==> src/sv/lbc_pkg.sv <==
// Package for the byte-budget LRU tile cache: slot types, cell modes and codes.
// Used by lbc_cell and lru_byte_budget_tile_cache; depends on nothing else.
`timescale 1ns / 1ps
package lbc_pkg;

	localparam int DEF_ENTRIES = 64;
	localparam logic [39:0] MAX_BYTES_RST = 40'd268435456;

	// Action codes of an input word.
	localparam logic [2:0] ACT_GET    = 3'd0;
	localparam logic [2:0] ACT_PUT    = 3'd1;
	localparam logic [2:0] ACT_REMOVE = 3'd2;
	localparam logic [2:0] ACT_CLEAR  = 3'd3;
	localparam logic [2:0] ACT_TRIM   = 3'd4;

	// Status codes of a result word.
	localparam logic [1:0] ST_DONE   = 2'd0;
	localparam logic [1:0] ST_MISS   = 2'd1;
	localparam logic [1:0] ST_STALE  = 2'd2;
	localparam logic [1:0] ST_REJECT = 2'd3;

	// Payload of one cached tile.
	typedef struct packed {
		logic [63:0] key;
		logic [63:0] rev;
		logic [25:0] size;
		logic [15:0] handle;
	} slot_t;

	// A slot as seen by a neighbor cell.
	typedef struct packed {
		logic  valid;
		slot_t data;
	} entry_t;

	// Broadcast shift command for the cell row.
	typedef enum logic [3:0] {
		M_HOLD = 4'b0001,
		M_DOWN = 4'b0010,
		M_UP   = 4'b0100,
		M_CLR  = 4'b1000
	} cell_mode_t;

endpackage

==> src/sv/lbc_cell.sv <==
// One cell of the LRU row: holds the tile at one recency position.
// Depends on lbc_pkg; instantiated in a row by lru_byte_budget_tile_cache.
`timescale 1ns / 1ps
module lbc_cell #(
	parameter int IW  = 6,
	parameter int IDX = 0
) (
	input  logic               clk,
	input  logic               arst_n,
	input  lbc_pkg::cell_mode_t mode,
	input  logic [IW-1:0]      pos,
	input  logic [63:0]        cmp_key,
	input  lbc_pkg::entry_t    left,
	input  lbc_pkg::entry_t    right,
	output lbc_pkg::entry_t    cur,
	output logic               hit
);
	import lbc_pkg::*;

	logic  valid_q;
	slot_t data_q;
	logic  take_left;
	logic  take_right;

	// Shift toward the back for cells at or before pos, toward the front at or after it.
	assign take_left  = (mode == M_DOWN) && (IW'(IDX) <= pos);
	assign take_right = (mode == M_UP) && (IW'(IDX) >= pos);

	always_ff @(posedge clk or negedge arst_n) begin
		if (!arst_n) begin
			valid_q <= 1'b0;
		end else if (mode == M_CLR) begin
			valid_q <= 1'b0;
		end else if (take_left) begin
			valid_q <= left.valid;
		end else if (take_right) begin
			valid_q <= right.valid;
		end
	end

	always_ff @(posedge clk) begin
		if (take_left) begin
			data_q <= left.data;
		end else if (take_right) begin
			data_q <= right.data;
		end
	end

	assign cur = '{valid: valid_q, data: data_q};
	assign hit = valid_q && (data_q.key == cmp_key);

endmodule

==> config.mk <==
export PLATFORM = sky130hd
export DESIGN_NAME = lbc_cell
export DESIGN_NICKNAME = d
export VERILOG_FILES = /design/src/sv/lbc_pkg.sv /design/src/sv/lbc_cell.sv
export SDC_FILE = /design/constraint.sdc
export NUM_CORES = 1
export LEC_CHECK = 0
export ABC_AREA = 0
export BUFFER_PORTS_ARGS = -buffer_cell sky130_fd_sc_hd__clkbuf_2
export CORE_AREA = 5 5 224 226
export CTS_BUF_LIST = sky130_fd_sc_hd__clkbuf_16
export DETAILED_ROUTE_END_ITERATION = 10
export DIE_AREA = 0 0 229 231
export GPL_ROUTABILITY_DRIVEN = 0
export GPL_TIMING_DRIVEN = 0
export PLACE_DENSITY = 0.38
export SKIP_CTS_REPAIR_TIMING = 1
export SLEW_MARGIN = 20
export SYNTH_ARGS = -nofsm -noshare
export SYNTH_HDL_FRONTEND = slang
export SYNTH_SLANG_ARGS = --single-unit
export TNS_END_PERCENT = 100
==> constraint.sdc <==
create_clock -name clk -period 1.47 [get_ports clk]
set_input_delay 0.147 -clock clk [delete_from_list [all_inputs] [get_ports clk]]
set_output_delay 0.147 -clock clk [all_outputs]
set_load 0.01 [all_outputs]
==> flow_metrics.py, run 1 <==
metrics = {
    "outcome": {
        "status": "finished with violations",
        "failed_checks": "setup timing",
    },
    "clock_network": {
        "numCtsBuffers": 17,
        "clk_latency_ns": 0.48,
        "cts.sinks": 171,
        "cts.reportedPaths.clkPinSlew_ns": 0.07,
        "clockBufferDepth": 2,
        "cts_root_buf": "clkbuf_16",
        "tritoncts": "done",
        "h-tree-depth": 4,
    },
    "yosys": {
        "synth_top_area_share_pct": 64.1,
        "synth_area_um2": 7960,
        "synth.yosys.seq_area_share_pct": 64.5,
        "synth_fp_nets": 883,
        "synth_top_area_cell": "edfxtp_1",
        "ys_seq_elements": 171,
        "yosysUniqueCellTypes": 25,
        "syn-instance-count": 465,
        "syn_avg_cell_area_um2": 17.1,
        "yosys_warnings": 0,
        "yosys-top-cells-area": "edfxtp_1, mux2_2, xnor2_1, xor2_1, buf_4",
    },
    "critical_path": {
        "arrival_ns": 2.38,
        "slowest_stage": "nor4_1",
        "cp.required_ns": 1.32,
        "crit_chain": "xor2_1 -> nor4_1 -> nand4_1 -> nor4_4 -> buf_2",
        "cp-end-kind": "output pin",
        "reg2reg_from": "valid_q",
        "max_stage_delay_ns": 0.61,
        "worstPathBufferInverterCount": 1,
        "critical_path.startpoint_type": "flop",
        "crit_type": "reg2out",
        "regToRegSetupSlack_ns": 0.72,
        "path_max_fanout": 2,
        "rr_worst_depth": 2,
        "r2r_end": "valid_q",
        "crit_family": "simple AND/OR/NAND/NOR gates",
    },
    "route": {
        "num_vias": 7826,
        "wl_met2_um": 19900,
        "first_iter_violations": 186,
        "ant_nets": 0,
        "top_layer": "met4",
        "wl_met3_um": 2510,
        "wl_um": 37900,
        "via_per_inst": 3.80,
        "wirelength_met1_um": 14300,
        "firstDrtPassIters": 4,
        "drc": 0,
        "routedWlPerCell_um": 18.4,
    },
    "timing": {
        "tightestPinTransition_ns": 0.661,
        "max_freq_ghz": 0.395,
        "finalSetupTns_ns": -1.06,
        "setup_slack_ns": -1.06,
        "fin_crit_ns": 2.53,
        "post-route-period-util_pct": 172,
        "rsz0062_at_grt": "yes",
        "whs_ns": 0.0209,
        "hold_viol_final": 0,
        "skew_ns": 0,
        "setup_viol": 1,
        "maxSlewViolCount": 0,
        "slew_headroom_pct": 55.5,
    },
    "die": {
        "start_util_pct": 16.5,
        "die_y_um": 231,
        "io_pins": 590,
        "rows": 81,
        "die_area_um2": 52900,
        "die_w_um": 229,
        "core_um2": 48100,
    },
    "place": {
        "dpl.cell_count": 1679,
        "place_ws_ns": -1.18,
        "placed_cell_area_um2": 11800,
        "dp_hpwl_um": 27800,
        "io_buffers": 589,
    },
    "power_and_ir_drop": {
        "power_mw": 12.7,
        "p_leak_nw": 6.81,
        "vdd_drop_max_v": 0.000819,
        "p_per_area_nw_per_um2": 793,
    },
    "cells_and_area": {
        "fin_cells": 2060,
        "final_common_cell": "clkbuf_2",
        "num-nets-final": 1841,
        "finalInstanceArea_um2": 16000,
        "finalCoreUtilization_pct": 33.2,
        "final_cell_mix": "clkbuf_2, dlygate4sd3_1, mux2_2, edfxtp_1, xnor2_1",
        "final_layout_size_suffix_gt1_share_pct": 57.7,
        "areaGrowthSynthToFinish_pct": 101,
    },
    "min_path": {
        "holdPathEnd": "cur[86]",
        "min_from": "right[86]",
        "hold_class": "in2reg",
        "hold_path_depth": 2,
    },
    "global_route": {
        "first_global_vias": 7014,
        "grt_overflow": 0,
        "grt_use_total_pct": 12.2,
        "grt_pass1_wl_um": 46700,
        "grt_max_degree": 48,
        "antenna_found_initial": 2,
    },
    "flow_run": {
        "drv_cap": 0,
    },
}
[area by class of cell]
type	count	area [um2]
Antenna cell	2	5.00
Clock inverter	15	165
Fill cell	4824	32200
Clock buffer	17	425
Multi-Input combinational cell	265	2740
Timing Repair Buffer	938	6540
Buffer	20	146
Sequential cell	171	5130
Tap cell	622	778
Inverter	10	37.5
[worst register-to-register path, delay by kind of cell (launching register included)]
kind           cells  cell delay, ns
flip-flops         1            0.43
multiplexers       1            0.15
AO/OA/AOI/OAI      1            0.05
[worst max-delay path by stage]
stage	from	end	slack, ns	cells past startpoint
floorplan	mode[0]	valid_q	-0.98	6
global placement	mode[0]	valid_q	-2.14	7
detailed placement	mode[0]	cur[72]	-1.18	7
CTS	cur[163]	hit	-1.75	6
global route	cur[163]	hit	-1.32	6
finish	cur[168]	hit	-1.06	5
[power breakdown]
part / leakage (nW) / switching (mW) / total [mW] / internal, mW
Sequential: 1.56 / 0.0831 / 5.64 / 5.56
Combinational: 4.97 / 0.812 / 2.27 / 1.46
Clock: 0.284 / 2.22 / 4.75 / 2.53
Total: 6.81 / 3.11 / 12.7 / 9.55
[logic make-up (layout without fill, tap and decap cells)]
logic type / after synthesis / count (layout) / synth area share [%]
muxes: 172 / 172 / 24.3
DFF: 171 / 171 / 64.5
xor gates and xnor gates: 56 / 56 / 6.16
buffers and inverters: 30 / 1000 / 2.12
and+or+nand+nor: 25 / 25 / 1.90
AOI/OAI and AO/OA: 11 / 12 / 1.04
other: 0 / 2 / 0
[sequential cells by signal, indices dropped and copies added, names as in the netlist]
register and flops:
cur 170, valid_q 1
[synth_stat cells]
master	count
nand4_1	10
mux2_2	171
o22ai_1	3
buf_6	1
edfxtp_1	170
a221oi_1	3
buf_4	10
and4_1	1
xor2_1	21
buf_2	9
a31oi_1	1
nor3_1	1
dfrtp_1	1
mux2i_1	1
a2111oi_0	1
inv_1	10
nor4b_1	1
a21oi_1	1
nand2_1	1
xnor2_1	35
a31o_2	1
o2111ai_1	1
nand3_1	1
nor2_1	2
nor4_1	8
[metal layers]
metal / track usage, % / vias up
li1: - / 3728
met1: 12.7 / 3668
met2: 22.0 / 357
met3: 5.34 / 73
met4: 4.36 / 0
met5: 0 / -
No activity file was read; power rests on OpenSTA's default activity.
==> run 2: changes to the inputs <==
==> config.mk (replaced) <==
export PLATFORM = sky130hd
export DESIGN_NAME = lbc_cell
export DESIGN_NICKNAME = d
export VERILOG_FILES = /design/src/sv/lbc_pkg.sv /design/src/sv/lbc_cell.sv
export SDC_FILE = /design/constraint.sdc
export NUM_CORES = 1
export LEC_CHECK = 0
export ABC_AREA = 1
export BUFFER_PORTS_ARGS = -buffer_cell sky130_fd_sc_hd__clkbuf_2
export CORE_AREA = 5 5 223 225
export CTS_BUF_LIST = sky130_fd_sc_hd__clkbuf_16
export DETAILED_ROUTE_END_ITERATION = 10
export DIE_AREA = 0 0 228 230
export GPL_ROUTABILITY_DRIVEN = 0
export GPL_TIMING_DRIVEN = 0
export PLACE_DENSITY = 0.4
export SKIP_CTS_REPAIR_TIMING = 1
export SYNTH_ARGS = -nofsm -noshare
export SYNTH_HDL_FRONTEND = slang
export SYNTH_SLANG_ARGS = --single-unit
export TNS_END_PERCENT = 100
==> flow_metrics.py, run 2 <==
metrics = {
    "outcome": {
        "status": "finished with violations",
        "failed_checks": "setup timing",
    },
    "critical_path": {
        "crit_family": "simple AND/OR/NAND/NOR gates",
        "reg2reg_from": "valid_q",
        "crit_type": "reg2out",
        "arrival_ns": 1.90,
        "path_max_fanout": 3,
        "rr_worst_depth": 2,
        "worstPathBufferInverterCount": 1,
        "critical_path.most_common_cell": "nor2_1",
        "cp-end-kind": "output pin",
        "regToRegSetupSlack_ns": 0.74,
        "max_stage_delay_ns": 0.41,
        "critical_path.startpoint_type": "flop",
        "crit_start": "cur[141]",
        "crit_chain": "nand2_1 -> o21ai_0 -> nor2_1 -> nand3_1 -> nor2_1 -> nand3_1 -> nor2_1 -> buf_2",
        "slowest_stage": "edfxtp_1",
        "cp.required_ns": 1.32,
        "r2r_end": "valid_q",
    },
    "cells_and_area": {
        "fin_cells": 2212,
        "largest_register_ffs": 170,
        "finalCoreUtilization_pct": 34.7,
        "num-nets-final": 1996,
        "final_common_cell": "clkbuf_2",
        "final_layout_size_suffix_gt1_share_pct": 45.7,
        "final_cell_mix": "clkbuf_2, dlygate4sd3_1, edfxtp_1, nand2_1, mux2_1",
        "finalInstanceArea_um2": 16400,
        "areaGrowthSynthToFinish_pct": 90.6,
    },
    "yosys": {
        "syn-instance-count": 629,
        "synth_fp_nets": 1047,
        "synth.yosys.seq_area_share_pct": 59.5,
        "yosys.area_share.xor_xnor_pct": 1.93,
        "synth_compound_area_share_pct": 1.29,
        "async_reset_ff_share_pct": 0.585,
        "synth_top_family_by_area": "multiplexers",
        "yosys_warnings": 0,
        "yosys.cell_count.top_type": "edfxtp_1",
        "synth_fa_ha_area_share_pct": 0,
        "ys_seq_elements": 171,
        "netlist_top_cells_count": "edfxtp_1, nand2_1, mux2_1",
        "syn_avg_cell_area_um2": 13.7,
        "synth-edff-count": 170,
        "synth_area_um2": 8620,
        "yosysUniqueCellTypes": 22,
        "synth_top_area_cell": "edfxtp_1",
        "ys.flop_type": "edfxtp_1",
        "synthSimpleGateAreaFrac_pct": 7.36,
        "synth_top_area_share_pct": 59.2,
        "synthMuxAreaShare_pct": 24.7,
        "yosys-top-cells-area": "edfxtp_1, mux2_1, mux2_4, nand2_1, inv_1",
    },
    "power_and_ir_drop": {
        "p_leak_nw": 7.65,
        "vdd_drop_max_v": 0.000715,
        "p_per_area_nw_per_um2": 771,
    },
    "route": {
        "routedWlPerCell_um": 20.4,
        "ant_nets": 0,
        "via_per_inst": 3.90,
        "drc": 0,
        "wl_um": 45100,
        "first_iter_violations": 328,
        "firstDrtPassIters": 4,
        "num_vias": 8619,
    },
    "die": {
        "start_util_pct": 18.2,
        "core_um2": 47300,
        "io_pins": 590,
        "rows": 80,
        "die_w_um": 228,
        "die_y_um": 230,
        "die_area_um2": 52400,
    },
    "flow_run": {
        "drv_cap": 0,
    },
    "clock_network": {
        "cts.reportedPaths.clkPinSlew_ns": 0.08,
        "clk_latency_ns": 0.49,
        "clockBufferDepth": 2,
        "cts_root_buf": "clkbuf_16",
        "tritoncts": "done",
        "cts.sinks": 171,
        "h-tree-depth": 4,
        "numCtsBuffers": 17,
    },
    "global_route": {
        "grt_max_degree": 99,
        "grt_overflow": 0,
        "grt_pass1_wl_um": 56200,
        "first_global_vias": 7948,
        "antenna_found_initial": 19,
        "grt_use_total_pct": 15.2,
    },
    "place": {
        "placed_cell_area_um2": 12400,
        "dpl.cell_count": 1834,
        "io_buffers": 589,
        "dp_hpwl_um": 34400,
    },
    "timing": {
        "setup_viol": 1,
        "post-route-period-util_pct": 139,
        "tightestPinTransition_ns": 0.554,
        "max_freq_ghz": 0.489,
        "skew_ns": 0,
        "finalSetupTns_ns": -0.574,
        "maxSlewViolCount": 0,
        "rsz0062_at_grt": "yes",
        "whs_ns": 0.00602,
        "slew_headroom_pct": 63.0,
        "setup_slack_ns": -0.574,
        "hold_viol_final": 0,
        "fin_crit_ns": 2.04,
    },
    "min_path": {
        "hold_path_depth": 2,
        "holdPathEnd": "cur[21]",
        "hold_class": "in2reg",
        "min_from": "left[21]",
    },
}
run 2: worst reg2reg max path: stages, from the launching register on:
cell	delay [ns]
dfrtp_2	0.46
nand4_1	0.11
nand2_1	0.06
run 2: through the flow:
stage / total power [mW] / worst slack (ns)
4_1_cts: 12.1 / -0.993
6_report: 12.7 / -0.574
3_5_place_dp: 7.37 / -0.895
5_1_grt: 13.3 / -0.812
2_1_floorplan: 6.40 / -0.233
3_3_place_gp: 7.36 / -0.989
run 2: area by class of cell:
| type | count | area [um2] |
|---|---|---|
| Timing Repair Buffer | 928 | 6370 |
| Antenna cell | 7 | 17.5 |
| Clock buffer | 17 | 425 |
| Sequential cell | 171 | 5130 |
| Inverter | 65 | 244 |
| Buffer | 20 | 220 |
| Multi-Input combinational cell | 375 | 3110 |
| Tap cell | 615 | 769 |
| Fill cell | 4790 | 30900 |
| Clock inverter | 14 | 135 |
run 2: worst max path at each step:
stage / to / slack, ns / depth (start not counted)
2_1_floorplan: cur[0] / -0.23 / 4
3_3_place_gp: cur[112] / -0.99 / 5
3_5_place_dp: cur[3] / -0.90 / 6
4_1_cts: hit / -0.99 / 9
5_1_grt: hit / -0.81 / 10
6_report: hit / -0.57 / 8
run 2: cells by family (layout without fill, tap and decap cells):
kind of cell | count (synthesis) | in the layout
other cells | 0 | 7
xor+xnor | 19 | 19
flops | 171 | 171
compound gates | 20 | 20
buf+inv | 85 | 1044
mux | 170 | 170
simple gates | 164 | 166
run 2: where the power goes:
group	total, mW	leakage, nW	internal [mW]	switching (mW)
registers	5.64	1.56	5.56	0.0807
clock network	4.63	0.276	2.36	2.28
logic	2.40	5.82	1.46	0.932
run 2: routing by layer:
layer  routed length, um  up-vias  track usage [%]
li1                    -     4118                -
met1               15600     3977             13.9
met2               24200      446             28.2
met3                4050       74             8.61
met4                1270        4             5.73
met5                  21        -                0
==> run 3: changes to the inputs <==
--- a/config.mk
+++ b/config.mk
@@ -12,9 +12,9 @@
 export DETAILED_ROUTE_END_ITERATION = 10
 export DIE_AREA = 0 0 228 230
 export GPL_ROUTABILITY_DRIVEN = 0
-export GPL_TIMING_DRIVEN = 0
 export PLACE_DENSITY = 0.4
 export SKIP_CTS_REPAIR_TIMING = 1
+export SKIP_LAST_GASP = 1
 export SYNTH_ARGS = -nofsm -noshare
 export SYNTH_HDL_FRONTEND = slang
 export SYNTH_SLANG_ARGS = --single-unit
==> flow_metrics.py, run 3 (synthesis gave the netlist of run 2 again) <==
metrics = {
    "cells_and_area": {
        "final_cell_mix": "clkbuf_2, dlygate4sd3_1, edfxtp_1, nand2_1, mux2_1",
        "ff_latch_area_um2": 5130,
        "largest_register_ffs": 170,
        "num-nets-final": 2048,
        "multiInputGateArea_um2": 3090,
        "final_common_cell": "clkbuf_2",
        "final_layout_size_suffix_gt1_share_pct": 47.2,
        "finalInstanceArea_um2": 16800,
        "nFillCells": 4768,
        "areaGrowthSynthToFinish_pct": 95.4,
        "finalCoreUtilization_pct": 35.6,
    },
    "clock_network": {
        "h-tree-depth": 4,
        "tritoncts": "done",
        "cts_root_buf": "clkbuf_16",
        "cts.sinks": 171,
        "numCtsBuffers": 17,
        "clk_latency_ns": 0.48,
        "cts.reportedPaths.clkPinSlew_ns": 0.07,
        "clockBufferDepth": 2,
    },
    "place": {
        "dp_hpwl_um": 34300,
        "placed_cell_area_um2": 13000,
        "io_buffers": 589,
    },
    "timing": {
        "hold_viol_final": 0,
        "setup_viol": 6,
        "max_freq_ghz": 0.472,
        "tightestPinTransition_ns": 0.326,
        "fin_crit_ns": 2.12,
        "rsz0062_at_grt": "yes",
        "maxSlewViolCount": 0,
        "skew_ns": 0,
        "slew_headroom_pct": 78.3,
        "post-route-period-util_pct": 144,
        "setup_slack_ns": -0.651,
    },
    "die": {
        "io_pins": 590,
        "rows": 80,
        "die_w_um": 228,
        "die_area_um2": 52400,
        "die_y_um": 230,
        "core_um2": 47300,
        "start_util_pct": 18.2,
    },
    "route": {
        "num_vias": 8833,
        "first_iter_violations": 327,
        "ant_nets": 0,
        "via_per_inst": 3.90,
        "routedWlPerCell_um": 19.3,
        "wl_um": 43800,
        "firstDrtPassIters": 4,
        "drc": 0,
    },
    "critical_path": {
        "crit_type": "reg2out",
        "regToRegSetupSlack_ns": 0.61,
        "cp-end-kind": "output pin",
        "crit_chain": "inv_1 -> nand2_1 -> o21ai_0 -> nor2_1 -> nand2_1 -> nor2_1 -> nand2_1 -> nor2_1 -> nand2_1 -> nor2_1 -> clkbuf_2",
        "path_max_fanout": 2,
        "arrival_ns": 1.97,
        "r2r_end": "valid_q",
        "critical_path.startpoint_type": "flop",
        "rr_worst_depth": 3,
        "cp.required_ns": 1.32,
        "slowest_stage": "edfxtp_1",
        "max_stage_delay_ns": 0.41,
        "reg2reg_from": "valid_q",
    },
    "global_route": {
        "grt_overflow": 0,
        "grt_use_total_pct": 14.8,
        "antenna_found_initial": 19,
        "grt_max_degree": 26,
        "grt_pass1_wl_um": 54900,
        "first_global_vias": 8151,
    },
    "outcome": {
        "status": "finished with violations",
        "failed_checks": "setup timing",
    },
    "min_path": {
        "hold_class": "in2reg",
        "hold_path_depth": 2,
        "holdPathEnd": "cur[26]",
        "min_from": "right[26]",
    },
    "power_and_ir_drop": {
        "p_leak_nw": 7.90,
        "power_mw": 12.5,
        "vdd_drop_max_v": 0.000716,
        "p_per_area_nw_per_um2": 741,
    },
    "flow_run": {
        "drv_cap": 0,
    },
}
## run 3: cell count changes in the layout (fill, tap and decap cells not counted), sizes merged
cell / delta
buf: +57
clkinvlp: +1
diode: +5
dlygate4sd3: -3
inv: -3
nand2: -2
## run 3: routing by layer
metal  vias up  wire [um]  global-route usage (%)
met5         -         46                       0
met4         6       1380                    4.95
met3        87       4170                    9.01
met2       459      23400                    27.0
met1      4062      14800                    13.6
li1       4219          -                       -
## run 3: report_power, final
| group | switching [mW] | total, mW | internal [mW] |
|---|---|---|---|
| clock | 2.07 | 4.36 | 2.29 |
| combinational | 0.956 | 2.48 | 1.53 |
| sequential | 0.0726 | 5.63 | 5.56 |
| total | 3.10 | 12.5 | 9.37 |
## run 3: final cells by class
cell class | instances | area share, %
diodes | 12 | 0.178
clock buffers | 17 | 2.53
clock inverters | 12 | 0.617
inverters | 65 | 1.45
multi-input cells | 373 | 18.3
flip-flops and latches | 171 | 30.5
well taps | 615 | 4.57
repair buffers | 1002 | 41.9
## run 3: worst max-delay path: cells and delay by family, from the launching register on
kind	cells	cell delay, ns
compound gates	1	0.11
buf+inv	2	0.23
flops	1	0.41
simple gates	8	0.74
## run 3: worst max-delay path by stage
stage	startpoint	to	slack, ns	cells past startpoint
after global placement	cur[169]	hit	-0.36	9
after CTS	cur[158]	hit	-0.90	9
after global routing	cur[169]	hit	-0.90	9
after detailed placement	cur[158]	hit	-0.33	9
final	cur[151]	hit	-0.65	11
after floorplan	mode[1]	cur[0]	-0.23	4
## run 3: metrics by stage
step / TNS [ns] / cells / setup WS, ns / hold WS, ns
4_1_cts: -0.904 / 1923 / -0.904 / -0.639
5_1_grt: -0.898 / 2261 / -0.895 / 0.00522
3_3_place_gp: -14.75 / 1894 / -0.360 / -0.0758
3_5_place_dp: -15.19 / 1894 / -0.332 / -0.0701
6_report: -0.705 / 2267 / -0.651 / 0.0291
2_1_floorplan: -39.69 / 629 / -0.233 / -0.149
